===== src/rtl/sjew_pkg.sv =====
package sjew_pkg;

  localparam int CELLS      = 4096;
  localparam int K_MAX      = 32;

  localparam int CELL_W     = 12;
  localparam int SLOT_W     = 5;
  localparam int NB_W       = 12;
  localparam int K_REG_W    = 6;
  localparam int THR_W      = 17;
  localparam int CNT_OUT_W  = 6;
  localparam int WEIGHT_W   = 17;
  localparam int FRAC_BITS  = 16;

  localparam int IN_DATA_W  = 48;
  localparam int OUT_DATA_W = 24;
  localparam int CFG_IDX_W  = 1;
  localparam int CFG_DATA_W = 17;

  localparam int CNT_W      = $clog2(K_MAX + 1);
  localparam int ACC_W      = $clog2(K_MAX * K_MAX + 1);
  localparam int ADDR_W     = $clog2(CELLS * K_MAX);
  localparam int DEN_W      = CNT_W + 2;
  localparam int NUM_W      = CNT_W + FRAC_BITS + 1;

  localparam logic [K_REG_W-1:0]  K_RESET   = K_REG_W'(20);
  localparam logic [THR_W-1:0]    THR_RESET = THR_W'(4369);
  localparam logic [WEIGHT_W-1:0] W_ONE     = WEIGHT_W'(1) << FRAC_BITS;

  localparam logic [CFG_IDX_W-1:0] REG_K   = CFG_IDX_W'(0);
  localparam logic [CFG_IDX_W-1:0] REG_THR = CFG_IDX_W'(1);

  localparam logic OP_WRITE = 1'b0;
  localparam logic OP_QUERY = 1'b1;

  typedef struct packed {
    logic             en;
    logic [NB_W-1:0]  val;
    logic [CNT_W-1:0] cnt;
  } tok_t;

endpackage


===== src/rtl/sjew_cell.sv =====
module sjew_cell (
  input  logic                       clk_i,
  input  logic                       rst_ni,
  input  logic                       clear_i,
  input  logic                       shift_i,
  input  logic [sjew_pkg::NB_W-1:0]  b_i,
  input  logic                       bvld_i,
  output logic [sjew_pkg::NB_W-1:0]  b_o,
  output logic                       bvld_o,
  input  sjew_pkg::tok_t             tok_i,
  output sjew_pkg::tok_t             tok_o
);
  import sjew_pkg::*;

  logic [NB_W-1:0]  b_q;
  logic             bvld_q;
  logic             tok_en_q;
  logic [NB_W-1:0]  tok_val_q;
  logic [CNT_W-1:0] tok_cnt_q;
  logic             hit;

  assign hit = tok_i.en && bvld_q && (tok_i.val == b_q);

  always_ff @(posedge clk_i or negedge rst_ni) begin
    if (!rst_ni) begin
      bvld_q   <= 1'b0;
      tok_en_q <= 1'b0;
    end else begin
      if (clear_i) begin
        bvld_q <= 1'b0;
      end else if (shift_i) begin
        bvld_q <= bvld_i;
      end
      tok_en_q <= tok_i.en;
    end
  end

  always_ff @(posedge clk_i) begin
    if (shift_i) begin
      b_q <= b_i;
    end
    tok_val_q <= tok_i.val;
    tok_cnt_q <= tok_i.cnt + CNT_W'(hit);
  end

  always_comb begin
    tok_o.en  = tok_en_q;
    tok_o.val = tok_val_q;
    tok_o.cnt = tok_cnt_q;
  end

  assign b_o    = b_q;
  assign bvld_o = bvld_q;

endmodule


===== config.mk =====
export PLATFORM = sky130hd
export DESIGN_NAME = sjew_cell
export DESIGN_NICKNAME = d
export VERILOG_FILES = /design/src/rtl/sjew_pkg.sv /design/src/rtl/sjew_cell.sv
export SDC_FILE = /design/constraint.sdc
export NUM_CORES = 1
export LEC_CHECK = 0
export BUFFER_PORTS_ARGS = -buffer_cell sky130_fd_sc_hd__buf_2
export CORE_MARGIN = 5
export CORE_UTILIZATION = 38
export CTS_BUF_LIST = sky130_fd_sc_hd__clkbuf_8
export CTS_CLUSTER_SIZE = 14
export DETAILED_ROUTE_END_ITERATION = 10
export GPL_ROUTABILITY_DRIVEN = 0
export PLACE_DENSITY = 0.77
export SLEW_MARGIN = 10
export SYNTH_ARGS = -nofsm -noshare
export SYNTH_HDL_FRONTEND = slang
export SYNTH_SLANG_ARGS = --single-unit

===== constraint.sdc =====
create_clock -name clk_i -period 1.7 [get_ports clk_i]
set_clock_uncertainty 0.2 [all_clocks]
set_input_delay 0.255 -clock clk_i [delete_from_list [all_inputs] [get_ports clk_i]]
set_output_delay 0.255 -clock clk_i [all_outputs]
set_load 0.02 [all_outputs]

# After elaboration in Yosys (flattened, before gate mapping)
# Index checks and enable logic that the tools add are counted.
# word_totals
reg_bits	32
output_inout_bits	32
# classes
n_addsub	1
n_eq_ne	1
mux	2
n_reduce_logical	3
# op_table
op	n
$eq 12x12->1	1
$add 6x1->6	1
$logic_and 1x1->1	2
$mux 1	2
$reduce_bool 2->1	1

# Logic depth before layout (Yosys ltp)
# logic_depth
depth_word	3
depth_mapped	7

# Least setup slack after synthesis
# Ideal clock, no wire load.
# synth_timing
path_kind	flip-flop to flip-flop
from	reg b_q[6] (netlist: b_o[6])
to	reg tok_cnt_q[5]
setup_ns	0.118
arrival_time_ns	1.592
required_ns	1.382
path_slack_ns	-0.210
stages_incl_launch_ff	8
path_buffers	0
cell_sequence	edfxtp_1 -> xnor2_1 -> nand4_1 -> nor4_2 -> ha_1 -> and3_1 -> nand3_1 -> xnor2_1
# synth_via
elab_chain_cells	3
# synth_lines
item	line_no	rtl
start, declared	sjew_cell.sv:15	logic [NB_W-1:0] b_q;
start signal, assigned	sjew_cell.sv:40	b_q <= b_i;
$eq 12x12->1	sjew_cell.sv:22	assign hit = tok_i.en && bvld_q && (tok_i.val == b_q);
$logic_and 1x1->1	sjew_cell.sv:22	
$add 6x1->6	sjew_cell.sv:43	tok_cnt_q <= tok_i.cnt + CNT_W'(hit);
end signal, assigned	sjew_cell.sv:43	
end, declared	sjew_cell.sv:19	logic [CNT_W-1:0] tok_cnt_q;
# No other way between the ends.
# A chain may end at the register's enable or synchronous reset.

# Worst setup path in the final report
# layout_timing
from	reg b_q[5] (netlist: b_o[5])
to	reg tok_cnt_q[4]
# Same word-level chain as after synthesis.

==> out/qor.csv <==
stage;metric;value;unit
clocking;h-tree-depth;2;
synth;syn_inst;61;
timing;rsz0062_at_grt;true;
min_path;worstHoldPathType;in -> reg;
worst_setup_path;ff2ff_setup_slack;-0.17;ns
final_layout;multi_input_area;230;sq um
power;power.share.clock;0.316;
clocking;cts_made_buffers;5;
clocking;cts_tree;yes;
timing;relSlewSlack;0.795;
floorplanning;dieArea;3780;sq um
min_path;holdPathStages;3;
detailed_routing;drc_errors;0;
clocking;clock_latency;0.28;ns
synth;yosysMostFrequentCell;dfxtp_1;
synth;ys.flop_type;dfxtp_1;
min_path;hold_start;bvld_i;
synth;ys_warn_count;0;
power;peakVddDrop;0.987;mV
timing;min_period;1.87;ns
global_route;grt_max_degree;14;
timing;drv_slew;0;
worst_setup_path;end_kind;flop;
detailed_routing;via_per_inst;4.42;
clocking;clock-sinks;32;
worst_setup_path;crit_required;1.67;ns
final_layout;utilization;0.716;
clocking;clockRootBuffer;clkbuf_8;
worst_setup_path;crit_chain;xnor2_1 > nand3_1 > nor4_2 > ha_1 > ha_1 > nand3_1 > xnor2_1;
timing;hold_viol;0;
power;p_per_area;930;nW/um^2
synth;synth-edff-count;12;
worst_setup_path;crit_family;simple AND/OR/NAND/NOR gates;
synth;synth_cell_types;13;
detailed_routing;drtIter0Drc;5;
floorplanning;die_w;61.5;microns
run_status;status;finished, violations left;
worst_setup_path;cp.buffers_inverters;0;
timing;tightest_slew;0.308;ns
worst_setup_path;max_stage_delay;0.40;ns
synth;synthTopCellsByCount;dfxtp_1, xnor2_1, edfxtp_1, nand3_1;
floorplanning;initial_core_util;0.403;
place;placed_cell_area;1390;sq um
detailed_routing;wirelength;2780;microns
timing;setup_ws;-0.170;ns
final_layout;drive_gt1_frac;0.444;
floorplanning;num_rows;18;
place;dpl.hpwl;1840;microns
synth;ys_ff_latch;32;
detailed_routing;final_antenna_net_count;0;
detailed_routing;post_drt_wl_per_cell;14.0;microns
synth;syn_nets;99;
worst_setup_path;critPathKind;reg -> reg;
final_layout;fin_area;1790;sq um
clocking;clkTransAtPathRegs;0.06;ns
worst_setup_path;worstPathMaxFanout;2;
place;detailedPlace.worstSlack;-0.214;ns
clocking;cts_resized;0;
timing;post-route-period-util;1.10;
timing;fin_hold_ws;0.0207;ns
job;maxCapViolations;0;
synth;synth_area_leader_cell;dfxtp_1;
synth;ys_seq_area_frac;0.764;
worst_setup_path;timing.rr.end;tok_cnt_q[4]$_DFF_P_;
global_route;antenna_found_initial;0;
run_status;violations;negative setup slack;
clocking;clock_path_buffers;2;
worst_setup_path;slowest_stage;edfxtp_1;
floorplanning;die_h;61.5;microns
power;internal-power;1.26;mW
timing;setup_viol;5;
global_route;grtUsageTotal;0.159;
synth;avgSynthCellArea;16.5;sq um
final_layout;seq_area;771;sq um
final_layout;area_growth;77.4;%
worst_setup_path;cp-start-kind;flop;
detailed_routing;vias;879;
power;total_leakage_power;0.832;nW
final_layout;diodes;0;
synth;synth.top_cell.area_share;0.357;
synth;ys_top_cells_by_area;dfxtp_1, edfxtp_1, xnor2_1, dfrtp_1, ha_1;
clocking;post_cts_buffers;0;
power;p_sw_frac;0.245;
floorplanning;core;2500;sq um
global_route;grt_pass1_vias;982;
timing;clock.fmax;535;MHz
final_layout;nFillCells;182;
power;power_switching;0.407;mW
final_layout;final_nets;206;
synth;synthArstFlopShare;0.0625;
worst_setup_path;reg2reg_from;b_o[5]$_DFFE_PP_;
power;power_frac_seq;0.523;
power;combPwrFrac;0.162;
worst_setup_path;arrival;1.84;ns
synth;syn_area;1010;sq um
floorplanning;io_pins;68;
global_route;grt_pass1_wl;4040;microns
detailed_routing;drt_pass1_iterations;4;
place;port-buffer-count;67;
worst_setup_path;worst_r2r_path_depth;7;
global_route;overflow;0;
min_path;hold_path_end;bvld_o$_DFFE_PN0P_;
-- through the flow --
stage,total power [mW],std cells,TNS [ns]
floorplan,0.990,61,-0.536
global placement,1.09,159,-0.536
detailed placement,1.10,159,-0.843
CTS,1.68,199,-0.902
global route,1.75,199,-1.49
finish,1.66,199,-0.637
-- cell usage in the layout (no fill, tap or decap) --
cell / n
nand3_1: 4
dlygate4sd3_1: 32
nand4_1: 2
mux2i_1: 1
buf_4: 2
clkbuf_8: 5
edfxtp_1: 12
ha_1: 2
and3_1: 1
nor4_2: 1
buf_2: 67
xor2_1: 2
inv_1: 3
dfxtp_1: 18
nor2_1: 1
xnor2_1: 14
dfrtp_1: 2
-- layer usage --
| metal | up-vias | wire [microns] | part of all wire | GRT usage |
|---|---|---|---|---|
| li1 | 421 | - | - | - |
| met3 | 7 | 412 | 0.15 | 0.0922 |
| met2 | 54 | 1370 | 0.49 | 0.275 |
| met4 | 0 | 74 | 0.027 | 0.109 |
| met5 | - | 0 | 0 | 0 |
| met1 | 397 | 925 | 0.33 | 0.134 |
-- sequential cells by signal, summed over array words and instances (netlist names) --
register,flops
b_o,12
bvld_o,1
tok_val_q,12
tok_en_q,1
tok_cnt_q,6
-- area by class of cell --
class,count,area share
flip-flops and latches,32,0.431
repair buffers,101,0.375
multi-input cells,28,0.129
clock buffers,5,0.0385
well taps,30,0.0210
clock inverters,3,0.00629
-- power by group through the flow --
stage                     Combinational (mW)  Clock [mW]  Sequential, mW
after global placement                 0.209           0           0.883
after CTS                              0.268       0.542           0.870
after detailed placement               0.212           0           0.886
final                                  0.269       0.525           0.870
after floorplan                       0.0437           0           0.946
after global routing                   0.288       0.584           0.873
-- worst min-delay path: stages --
cell and delay, ns:
buf_2 0.07, mux2i_1 0.05, nor2_1 0.07
-- how the worst max path moves through the flow --
stage | from | slack (ns) | endpoint | cells after the start
floorplan | b_o[6]$_DFFE_PP_ | -0.19 | tok_cnt_q[5]$_DFF_P_ | 7
global placement | b_o[8]$_DFFE_PP_ | -0.15 | tok_cnt_q[5]$_DFF_P_ | 7
detailed placement | b_o[8]$_DFFE_PP_ | -0.21 | tok_cnt_q[4]$_DFF_P_ | 7
CTS | b_o[8]$_DFFE_PP_ | -0.22 | tok_cnt_q[4]$_DFF_P_ | 7
global route | b_o[4]$_DFFE_PP_ | -0.36 | tok_cnt_q[4]$_DFF_P_ | 7
finish | b_o[5]$_DFFE_PP_ | -0.17 | tok_cnt_q[4]$_DFF_P_ | 7
-- timing repair --
action                                 in CTS  in global routing
endpoints found under the hold margin      33                  0
hold buffers                               32                  0
setup endpoints to repair                   5                  6
cloned                                      0                  0
pin swaps                                   0                  1
-- cells by family (layout without fill, tap and decap cells) --
family	Yosys count	after routing	synth area share
DFF	32	32	0.764
adders and majority gates	2	2	0.0248
buffers and inverters	1	109	0.00745
muxes	1	1	0.00993
xor gates and xnor gates	16	16	0.139
and+or+nand+nor	9	9	0.0546
Power figures use the tool's default switching activity.
