[src/rtl/sjew_pkg.sv]
package sjew_pkg;

  localparam int CELLS      = 4096;
  localparam int K_MAX      = 32;

  localparam int CELL_W     = 12;
  localparam int SLOT_W     = 5;
  localparam int NB_W       = 12;
  localparam int K_REG_W    = 6;
  localparam int THR_W      = 17;
  localparam int CNT_OUT_W  = 6;
  localparam int WEIGHT_W   = 17;
  localparam int FRAC_BITS  = 16;

  localparam int IN_DATA_W  = 48;
  localparam int OUT_DATA_W = 24;
  localparam int CFG_IDX_W  = 1;
  localparam int CFG_DATA_W = 17;

  localparam int CNT_W      = $clog2(K_MAX + 1);
  localparam int ACC_W      = $clog2(K_MAX * K_MAX + 1);
  localparam int ADDR_W     = $clog2(CELLS * K_MAX);
  localparam int DEN_W      = CNT_W + 2;
  localparam int NUM_W      = CNT_W + FRAC_BITS + 1;

  localparam logic [K_REG_W-1:0]  K_RESET   = K_REG_W'(20);
  localparam logic [THR_W-1:0]    THR_RESET = THR_W'(4369);
  localparam logic [WEIGHT_W-1:0] W_ONE     = WEIGHT_W'(1) << FRAC_BITS;

  localparam logic [CFG_IDX_W-1:0] REG_K   = CFG_IDX_W'(0);
  localparam logic [CFG_IDX_W-1:0] REG_THR = CFG_IDX_W'(1);

  localparam logic OP_WRITE = 1'b0;
  localparam logic OP_QUERY = 1'b1;

  typedef struct packed {
    logic             en;
    logic [NB_W-1:0]  val;
    logic [CNT_W-1:0] cnt;
  } tok_t;

endpackage

[src/rtl/sjew_div.sv]
module sjew_div (
  input  logic                        clk_i,
  input  logic                        rst_ni,
  input  logic                        start_i,
  input  logic [sjew_pkg::NUM_W-1:0]  num_i,
  input  logic [sjew_pkg::DEN_W-1:0]  den_i,
  output logic                        done_o,
  output logic [sjew_pkg::NUM_W-1:0]  quo_o
);
  import sjew_pkg::*;

  localparam int STEP_W = $clog2(NUM_W + 1);

  logic              busy_q;
  logic              done_q;
  logic [STEP_W-1:0] step_q;
  logic [DEN_W-1:0]  rem_q;
  logic [DEN_W-1:0]  den_q;
  logic [NUM_W-1:0]  num_q;
  logic [NUM_W-1:0]  quo_q;
  logic [DEN_W:0]    trial;
  logic [DEN_W:0]    diff;
  logic              ge;

  // restoring division, one quotient bit per cycle
  assign trial = {rem_q, num_q[NUM_W-1]};
  assign ge    = trial >= {1'b0, den_q};
  assign diff  = trial - {1'b0, den_q};

  always_ff @(posedge clk_i or negedge rst_ni) begin
    if (!rst_ni) begin
      busy_q <= 1'b0;
      done_q <= 1'b0;
      step_q <= '0;
    end else begin
      done_q <= 1'b0;
      if (start_i) begin
        busy_q <= 1'b1;
        step_q <= STEP_W'(NUM_W);
      end else if (busy_q) begin
        step_q <= step_q - STEP_W'(1);
        if (step_q == STEP_W'(1)) begin
          busy_q <= 1'b0;
          done_q <= 1'b1;
        end
      end
    end
  end

  always_ff @(posedge clk_i) begin
    if (start_i) begin
      rem_q <= '0;
      den_q <= den_i;
      num_q <= num_i;
      quo_q <= '0;
    end else if (busy_q) begin
      rem_q <= ge ? diff[DEN_W-1:0] : trial[DEN_W-1:0];
      num_q <= {num_q[NUM_W-2:0], 1'b0};
      quo_q <= {quo_q[NUM_W-2:0], ge};
    end
  end

  assign done_o = done_q;
  assign quo_o  = quo_q;

endmodule

[config.mk]
export PLATFORM = sky130hd
export DESIGN_NAME = sjew_div
export DESIGN_NICKNAME = d
export VERILOG_FILES = /design/src/rtl/sjew_pkg.sv /design/src/rtl/sjew_div.sv
export SDC_FILE = /design/constraint.sdc
export NUM_CORES = 1
export LEC_CHECK = 0
export ABC_CLOCK_PERIOD_IN_PS = 2570
export BUFFER_PORTS_ARGS = -buffer_cell sky130_fd_sc_hd__clkbuf_2
export CORE_ASPECT_RATIO = 0.5
export CORE_MARGIN = 3
export CORE_UTILIZATION = 55
export CTS_CLUSTER_SIZE = 24
export DETAILED_ROUTE_END_ITERATION = 6
export PLACE_DENSITY = 0.87
export SLEW_MARGIN = 10
export SYNTH_ARGS = -nofsm -noshare
export SYNTH_HDL_FRONTEND = slang
export SYNTH_SLANG_ARGS = --single-unit
[constraint.sdc]
create_clock -name clk_i -period 2.57 [get_ports clk_i]
set_clock_uncertainty 0.15 [all_clocks]
set_input_delay 0.514 -clock clk_i [delete_from_list [all_inputs] [get_ports clk_i]]
set_output_delay 0.514 -clock clk_i [all_outputs]
set_load 0.02 [all_outputs]
=== Yosys cells after proc, flatten, opt, wreduce, memory -nomap -nowiden ===
Index checks and enable logic that the tools add are counted.

* Input bits: 34
* Register bits: 69
* Word-level logic and storage cells: 23
* Output and inout bits: 24

* Magnitude comparators: 1
* Multiplexer cells: 11
* Add/subtract/negate cells: 2
* Equal/unequal tests: 1
* Reductions and logical operators: 1

{| class="wikitable"
|+ Operators with widths
! cell !! number
|-
| $mux 23 || 2
|-
| $mux 5 || 2
|-
| $ge 9x8->1 || 1
|-
| $mux 8 || 1
|-
| $sub 8x8->8 || 1
|-
| $mux 1 || 6
|-
| $eq 5x1->1 const B || 1
|-
| $sub 5x1->5 const B || 1
|-
| $reduce_bool 2->1 || 1
|}

=== Longest topological paths before layout ===
Gate-level depths: netlist of run 1.

* Depth after elaboration: 4
* Gate-level depth with buffers: 9
* Mapped depth without buffers: 8

=== Worst setup path after synthesis of run 1 ===
No wires, ideal clock.

* Kind: reg2reg
* From: register num_q[22]
* To: register rem_q[6]
* Arrival time: 1.877 ns
* Data required time: 2.346 ns
* Path slack: 0.468 ns
* Stages on the path, launching flop included: 9
* Library setup time: 0.074 ns
* Buffers on the path: 0
* Period minus slack after synthesis: 2.102 ns
* Cells stage by stage: edfxtp_1 inv_1 ha_1 fa_1 nand2b_1 a21oi_1 or4b_2 a31o_2 o21ai_0

* Word-level cells in the longest chain between the ends: 2
* Elaborated cells between the ends (all ways): 3
* Those cells by class: add/sub (1); order compare (1); mux (1)

{| class="wikitable"
|+ Ends and longest elaborated chain
! item !! line !! RTL
|-
| start: declaration || sjew_div.sv:19 || <nowiki>logic [NUM_W-1:0] num_q;</nowiki>
|-
| start signal: assignment || sjew_div.sv:54 || <nowiki>num_q <= num_i;</nowiki>
|-
| start signal: assignment || sjew_div.sv:58 || <nowiki>num_q <= {num_q[NUM_W-2:0], 1'b0};</nowiki>
|-
| $sub 8x8->8 or $ge 9x8->1 (tied branches) || sjew_div.sv:28, sjew_div.sv:27 ||
|-
| $mux 8 * || sjew_div.sv:57 || <nowiki>rem_q <= ge ? diff[DEN_W-1:0] : trial[DEN_W-1:0];</nowiki>
|-
| end signal: assignment || sjew_div.sv:57 ||
|-
| end: declaration || sjew_div.sv:17 || <nowiki>logic [DEN_W-1:0] rem_q;</nowiki>
|}

Mark *: on every way between the ends. The rest lies on a longest branch, timed or not.
A chain may end at the register's enable or synchronous reset.

=== Worst setup path in the final report of run 1 ===
* From: register den_q[6]
* To: register rem_q[4]

* Word-level cells in the longest chain between the ends: 2

{| class="wikitable"
|+ Ends and longest elaborated chain
! item !! line !! RTL
|-
| start: declaration || sjew_div.sv:18 || <nowiki>logic [DEN_W-1:0] den_q;</nowiki>
|-
| start signal: assignment || sjew_div.sv:53 || <nowiki>den_q <= den_i;</nowiki>
|-
| $ge 9x8->1 || sjew_div.sv:27 || <nowiki>assign ge = trial >= {1'b0, den_q};</nowiki>
|-
| $mux 8 || sjew_div.sv:57 ||
|}

Every way passes these cells.

==> metrics, run 1 <==
Ports 58; hold path depth 1; Slew headroom 64.2%; Port Buffer Count 57; final critical-path required period 2.29 ns; Final Hold Viols 0; fin crit share 89.2%; P per Cell Area 917 nW/µm²; Detailed Place HPWL 4.17 mm; Fin Hold WS 0.215 ns; vias in the first global route 2,152; top-area cell type share of the netlist area 29.9%; min-delay worst type input port to flop; initial core utilization 60.1%; gp weighted congestion 0.856; Vias/cell 5.43; Final nets 363; postcts setup bufs 0; f_max 0.436 GHz; DRT iter0 DRCs 112; drt first pass iters 4; area delta synth->final 21.8%; most frequent cells in the layout 57 x clkbuf_2, 33 x nor2_1, 31 x edfxtp_1, 31 x dfxtp_1, 25 x mux2i_1; clock latency on the worst-skew pair 0.33 ns; share of cells above drive strength 1 32.2%; reg2reg path depth 7; syn avg cell area 12.1 µm²; P_leak 1.81 nW; syn_nets 302; Clock Path Buffers 2; pin slew with the least headroom to its limit 0.537 ns; EDFF count, synth 31; Yosys cell types 40; CTS buffer count 9; Crit Path Class flop to flop; Synth area leader edfxtp_1; critical path fanouts, max 14; Synth Cell Area 3110 µm²; die height 59.2 µm; Row Count 18; Worst EP arrival 2.32 ns; outcome finished clean; area of the core 5180 µm²; n_diodes 0; Crit. End Element flop; DRC errors left 0; Worst Path Required 2.60 ns; Final setup viols 0; clock tree from TritonCTS done; fill cell count 369; RSZ-0062 raised after global routing no; Syn. warnings 0; Final Max Slew Viols 0; main flop type after synthesis edfxtp_1; async set-reset flop share out of synthesis 10.1%; GR Overflow Total 0; WL final 5.95 mm; Final ANT Viol Nets 0; initial antenna violation count 0; first-pass GRT wire length 10.2 mm; width of the chip 112 µm; VDD IR-drop max 516 µV; Clock Pin Slew Worst Setup and Hold Paths 0.05 ns; Avg WL per Cell 15.1 µm; Synth area leaders edfxtp_1 30%, dfxtp_1 20%, mux2i_1 8.0%, mux2_2 8.0%, dfrtp_1 5.6%; H-tree depth 3; largest net degree at the start of global routing 24; post-synthesis register bit count 69; die area 6650 µm²; Syn Inst Count 257; setup_tns 0 ns; Seq/Total Area, Yosys 55.5%; clock sinks 69; Clk Tree Root Cell clkbuf_16; vias post-DR 2,135; maxcap violations 0; most common cell after layout, fill and taps aside clkbuf_2; Worst setup SP type flop; Total Routing Usage GR 19.8%
==> critical path: stages, from the launching register on <==
cell and delay (ns):
edfxtp_1 0.33, inv_1 0.04, ha_1 0.37, a21o_1 0.21, a211o_1 0.32, a31oi_4 0.40
mux2i_1 0.24, a211oi_1 0.09
==> layer usage <==
layer / up-vias / global-route usage (%) / wire length, µm
li1: 1049 / - / -
met1: 1033 / 23.5 / 2540
met2: 44 / 34.3 / 3000
met3: 9 / 6.93 / 340
met4: 0 / 7.19 / 70
met5: - / 0 / 0
==> final timing paths <==
| path | from | endpoint | slack [ns] |
|---|---|---|---|
| min in group asynchronous | rst_ni | step_q[2] | 0.43 |
| hold / removal | den_i[5] | den_q[5] | 0.22 |
| setup reg to reg | den_q[6] | rem_q[4] | 0.28 |
| hold reg to reg | rem_q[1] | rem_q[1] | 0.36 |
| max in group asynchronous | rst_ni | done_o | 1.67 |
| setup / recovery | den_q[6] | rem_q[4] | 0.28 |
==> kinds of logic (layout without fill, tap and decap cells) <==
family | count (synthesis) | in the layout | synth area share, %
mux | 47 | 47 | 16.0
compound gates | 34 | 34 | 8.52
simple gates | 63 | 63 | 9.73
flops | 69 | 69 | 55.5
buf+inv | 25 | 91 | 3.34
fa+ha+maj | 11 | 11 | 4.66
xor+xnor | 8 | 8 | 2.25
==> flip-flops by register name, indices dropped and copies added, names as in the netlist <==
register and count:
num_q 23, quo_o 23, den_q 8, rem_q 8, step_q 5, busy_q 1, done_o 1
==> synthesized netlist by cell type, types with 4 or more instances <==
library cell and instances:
mux2_2 22, a21o_1 6, ha_1 10, a32oi_1 4, dfrtp_1 7, mux2i_1 25, edfxtp_1 31, dfxtp_1 31
buf_1 6, inv_1 12, o21ai_0 4, a211oi_1 5, nand2_1 7, nand2b_1 7, clkbuf_1 4, xnor2_1 5
nor2_1 33
==> repair_timing <==
item / in CTS / in global routing
endpoints found under the setup margin: 0 / 0
endpoints found under the hold margin: 7 / 0
hold buffers: 1 / 0
resized for setup: 0 / 0
==> through the flow <==
stage / instance area (µm²) / setup slack [ns] / total power, W / instances / util [%]
floorplan: 3110 / 0.468 / 0.00204 / 257 / -
global placement: 3460 / 0.362 / 0.00218 / 376 / 66.9
detailed placement: 3460 / 0.267 / 0.00222 / 376 / 66.9
CTS: 3790 / 0.264 / 0.00351 / 393 / 73.1
global route: 3790 / 0.102 / 0.00368 / 393 / 73.1
finish: 3790 / 0.278 / 0.00348 / 393 / 73.1
==> report_power, final <==
group / switching [W] / internal [W] / total (W)
logic: 0.000456 / 0.000388 / 0.000844
registers: 0.0000815 / 0.00128 / 0.00136
clock network: 0.000457 / 0.000813 / 0.00127
==> cell type report <==
| class | instances | area (µm²) | share of cell area (%) |
|---|---|---|---|
| clock buffers | 10 | 250 | 6.61 |
| clock inverters | 6 | 65.1 | 1.72 |
| inverters | 12 | 45.0 | 1.19 |
| multi-input cells | 163 | 1280 | 33.8 |
| flip-flops and latches | 69 | 1730 | 45.6 |
| well taps | 70 | 87.6 | 2.31 |
| repair buffers | 63 | 333 | 8.78 |
Power figures use the tool's default switching activity.
==> run 2: changes to the inputs <==
--- a/config.mk
+++ b/config.mk
@@ -5,14 +5,17 @@
 export SDC_FILE = /design/constraint.sdc
 export NUM_CORES = 1
 export LEC_CHECK = 0
+export ABC_AREA = 1
 export ABC_CLOCK_PERIOD_IN_PS = 2570
 export BUFFER_PORTS_ARGS = -buffer_cell sky130_fd_sc_hd__clkbuf_2
 export CORE_ASPECT_RATIO = 0.5
 export CORE_MARGIN = 3
-export CORE_UTILIZATION = 55
+export CORE_UTILIZATION = 57
+export CTS_BUF_LIST = sky130_fd_sc_hd__clkbuf_8
 export CTS_CLUSTER_SIZE = 24
 export DETAILED_ROUTE_END_ITERATION = 6
-export PLACE_DENSITY = 0.87
+export GPL_TIMING_DRIVEN = 0
+export PLACE_DENSITY = 0.9
 export SLEW_MARGIN = 10
 export SYNTH_ARGS = -nofsm -noshare
 export SYNTH_HDL_FRONTEND = slang
==> metrics, run 2 <==
outcome finished clean; main flop type after synthesis edfxtp_1; Clk Tree Root Cell clkbuf_8; VDD IR-drop max 586 µV (+14%); Final setup viols 0 (unchanged); area of the core 5070 µm² (-2.2%); CP bufs+invs 2 (+1); EDFF count, synth 31 (unchanged); mux cell area share after synthesis 0% (-16 points); kind of cell adding the most delay to the critical path buffers and inverters; CP cell instances nor2_1, inv_1, clkbuf_2; maxcap violations 0 (unchanged); Crit Path Class flop to flop; simple-gate area share of the yosys netlist 21.8% (+12 points); Crit. path cell count 3 (-4); XOR/XNOR share of the synthesized area 0.284% (-2.0 points); Final ANT Viol Nets 0 (unchanged); Clock Path Buffers 2 (unchanged); die area 6390 µm² (-3.9%); initial core utilization 61.0% (+0.89 points); Ports 58 (unchanged); Yosys cell types 33 (-18%); setup_tns 0 ns (unchanged); gp weighted congestion 0.797 (-6.9%); fin crit share 84.8% (-4.4 points); post-synthesis register bit count 69 (unchanged); H-tree depth 3 (unchanged); RSZ-0062 raised after global routing no; critical path fanouts, max 32 (+18); clock sinks 69 (unchanged); hold path depth 1 (unchanged); fin cells 499 (+27%); async set-reset flop share out of synthesis 10.1% (unchanged); f_max 0.459 GHz (+5.2%); syn avg cell area 8.70 µm² (-28%); Synth area leader edfxtp_1; area delta synth->final 21.2%; Worst Path Required 2.36 ns (-0.24 ns); vias post-DR 2,614 (+22%); Synth area leaders edfxtp_1 30%, dfxtp_1 20%, nand2_1 14%, inv_1 6.9%, dfrtp_1 5.7%; post-CTS sizing 0 (unchanged); DRT iter0 DRCs 187 (+67%); min-delay worst type input port to flop; clock latency on the worst-skew pair 0.34 ns (about the same); Final Hold Viols 0 (unchanged); P per Cell Area 865 nW/µm² (-5.7%); syn_nets 400 (+32%); Compound-Gate Fraction of Synth Area 8.22% (-0.30 points); hold path endpoint den_q[3]; Crit-path slowest cell nor2_1; final critical-path required period 2.18 ns (-0.114 ns); Vias/cell 5.24 (-3.6%); hold_sp den_i[3]; Synth Cell Area 3090 µm² (-0.72%); Worst setup SP type flop; share of cells above drive strength 1 20.3% (-12 points); width of the chip 110 µm (-2.0%); Seq/Total Area, Yosys 55.9% (+0.40 points); Avg WL per Cell 13.8 µm (-9.0%); Worst EP arrival 1.97 ns (-0.35 ns); Adder-Cell Fraction of Synth Area 4.70% (+0.034 points); Final Max Slew Viols 0 (unchanged); vias in the first global route 2,386 (+11%); pin slew with the least headroom to its limit 0.726 ns (+0.190 ns); GR Overflow Total 0 (unchanged); Critical R2R Capture num_q[3]; Detailed Place HPWL 4.58 mm (+9.7%); CP peak stage delay 0.53 ns (+0.13 ns); largest family of logic cells by synthesized area simple AND/OR/NAND/NOR gates; Final nets 469 (+29%); Post-synth top cells 113 x nand2_1, 57 x inv_1, 31 x dfxtp_1, 31 x edfxtp_1, 20 x o22ai_1; Port Buffer Count 57 (unchanged); clock tree from TritonCTS done; most frequent cell after synthesis nand2_1; Syn Inst Count 355 (+38%); DRC errors left 0 (unchanged); first-pass GRT wire length 11.0 mm (+8.2%); most common cell after layout, fill and taps aside nand2_1; Cells after DPL 482 (+28%); WL final 6.87 mm (+15%); largest net degree at the start of global routing 33 (+38%); Total Routing Usage GR 23.1% (+3.3 points); CTS buffer count 9 (unchanged); most frequent cells in the layout 113 x nand2_1, 58 x clkbuf_2, 57 x inv_1; Syn. warnings 0 (unchanged); Crit. End Element flop; Row Count 18 (unchanged); reg2reg path depth 3 (-4); n_diodes 0 (unchanged); Slew headroom 51.6% (-13 points); P_leak 1.82 nW (+0.37%); initial antenna violation count 0 (unchanged); FF-to-FF Start busy_q; top-area cell type share of the netlist area 30.1% (+0.22 points); R2R Setup Slk 0.39 ns (+0.11 ns); drt first pass iters 5 (+1); die height 58.1 µm (-1.9%); Clock Pin Slew Worst Setup and Hold Paths 0.07 ns (+0.02 ns)
==> run 2: cell types whose count changed after synthesis, moves of 6 or more <==
| cell | delta |
|---|---|
| mux2i_1 | -25 |
| inv_1 | +45 |
| a21oi_1 | +6 |
| mux2_2 | -22 |
| nand2_1 | +106 |
| nand3_1 | +12 |
| nand4_1 | +6 |
| o22ai_1 | +20 |
| a21o_1 | -6 |
| nand2b_1 | -7 |
| nor2_1 | -17 |
==> run 2: worst reg2reg max path, stage by stage, from the launching register on <==
cell	delay [ns]
dfrtp_1	0.40
nor2_1	0.53
inv_1	0.20
clkbuf_2	0.48
==> run 2: metal layers <==
layer  global-route usage (%)  wire, µm  up-vias  share of wire, %
met2                     35.9      3270      102                48
met4                     11.4       231        0               3.4
met3                     7.90       467       26               6.8
met5                        0         0        -                 0
met1                     29.2      2900     1193                42
li1                         -         -     1293                 -
==> run 2: area by class of cell <==
cell class	count	area, µm²
timing repair buffer	58	295
fill	355	1320
clock buffer	10	138
buffer	12	65.1
multi-input combinational	216	1080
inverter	58	218
clock inverter	6	134
sequential	69	1730
tap	70	87.6
==> run 2: how the worst max path moves through the flow <==
stage                     end  slack (ns)     from
global route        quo_o[13]        0.21   busy_q
finish               num_q[3]        0.39   busy_q
CTS                 num_q[21]        0.45   busy_q
global placement    num_q[12]       -0.30  start_i
floorplan            num_q[0]        0.47  start_i
detailed placement  num_q[13]        0.11  start_i
==> run 2: kinds of logic after synthesis <==
family	count (synthesis)
and+or+nand+nor	161
buffers and inverters	70
AOI/OAI and AO/OA	43
DFF	69
xor gates and xnor gates	1
adders and majority gates	11
==> run 2: report_power, final <==
part | internal [W] | switching [W] | total [W] | leakage [nW]
clock | 0.000769 | 0.000389 | 0.00116 | 0.136
sequential | 0.00126 | 0.0000704 | 0.00133 | 0.659
combinational | 0.000292 | 0.000458 | 0.000750 | 1.02
==> run 2: what timing repair did <==
action / CTS / global route
hold endpoints to repair: 7 / 0
hold buffers: 1 / 0
setup buffers: 0 / 0
==> run 2: metrics by stage <==
step	setup slack [ns]	instance area (µm²)	hold WS [ns]	total power, W	utilization, %
2_1_floorplan	0.473	3090	0.0684	0.00190	-
3_3_place_gp	-0.295	3460	0.207	0.00204	68.3
3_5_place_dp	0.107	3460	0.209	0.00208	68.3
4_1_cts	0.445	3740	0.181	0.00325	73.9
5_1_grt	0.207	3740	0.177	0.00341	73.9
6_report	0.392	3740	0.193	0.00324	73.9
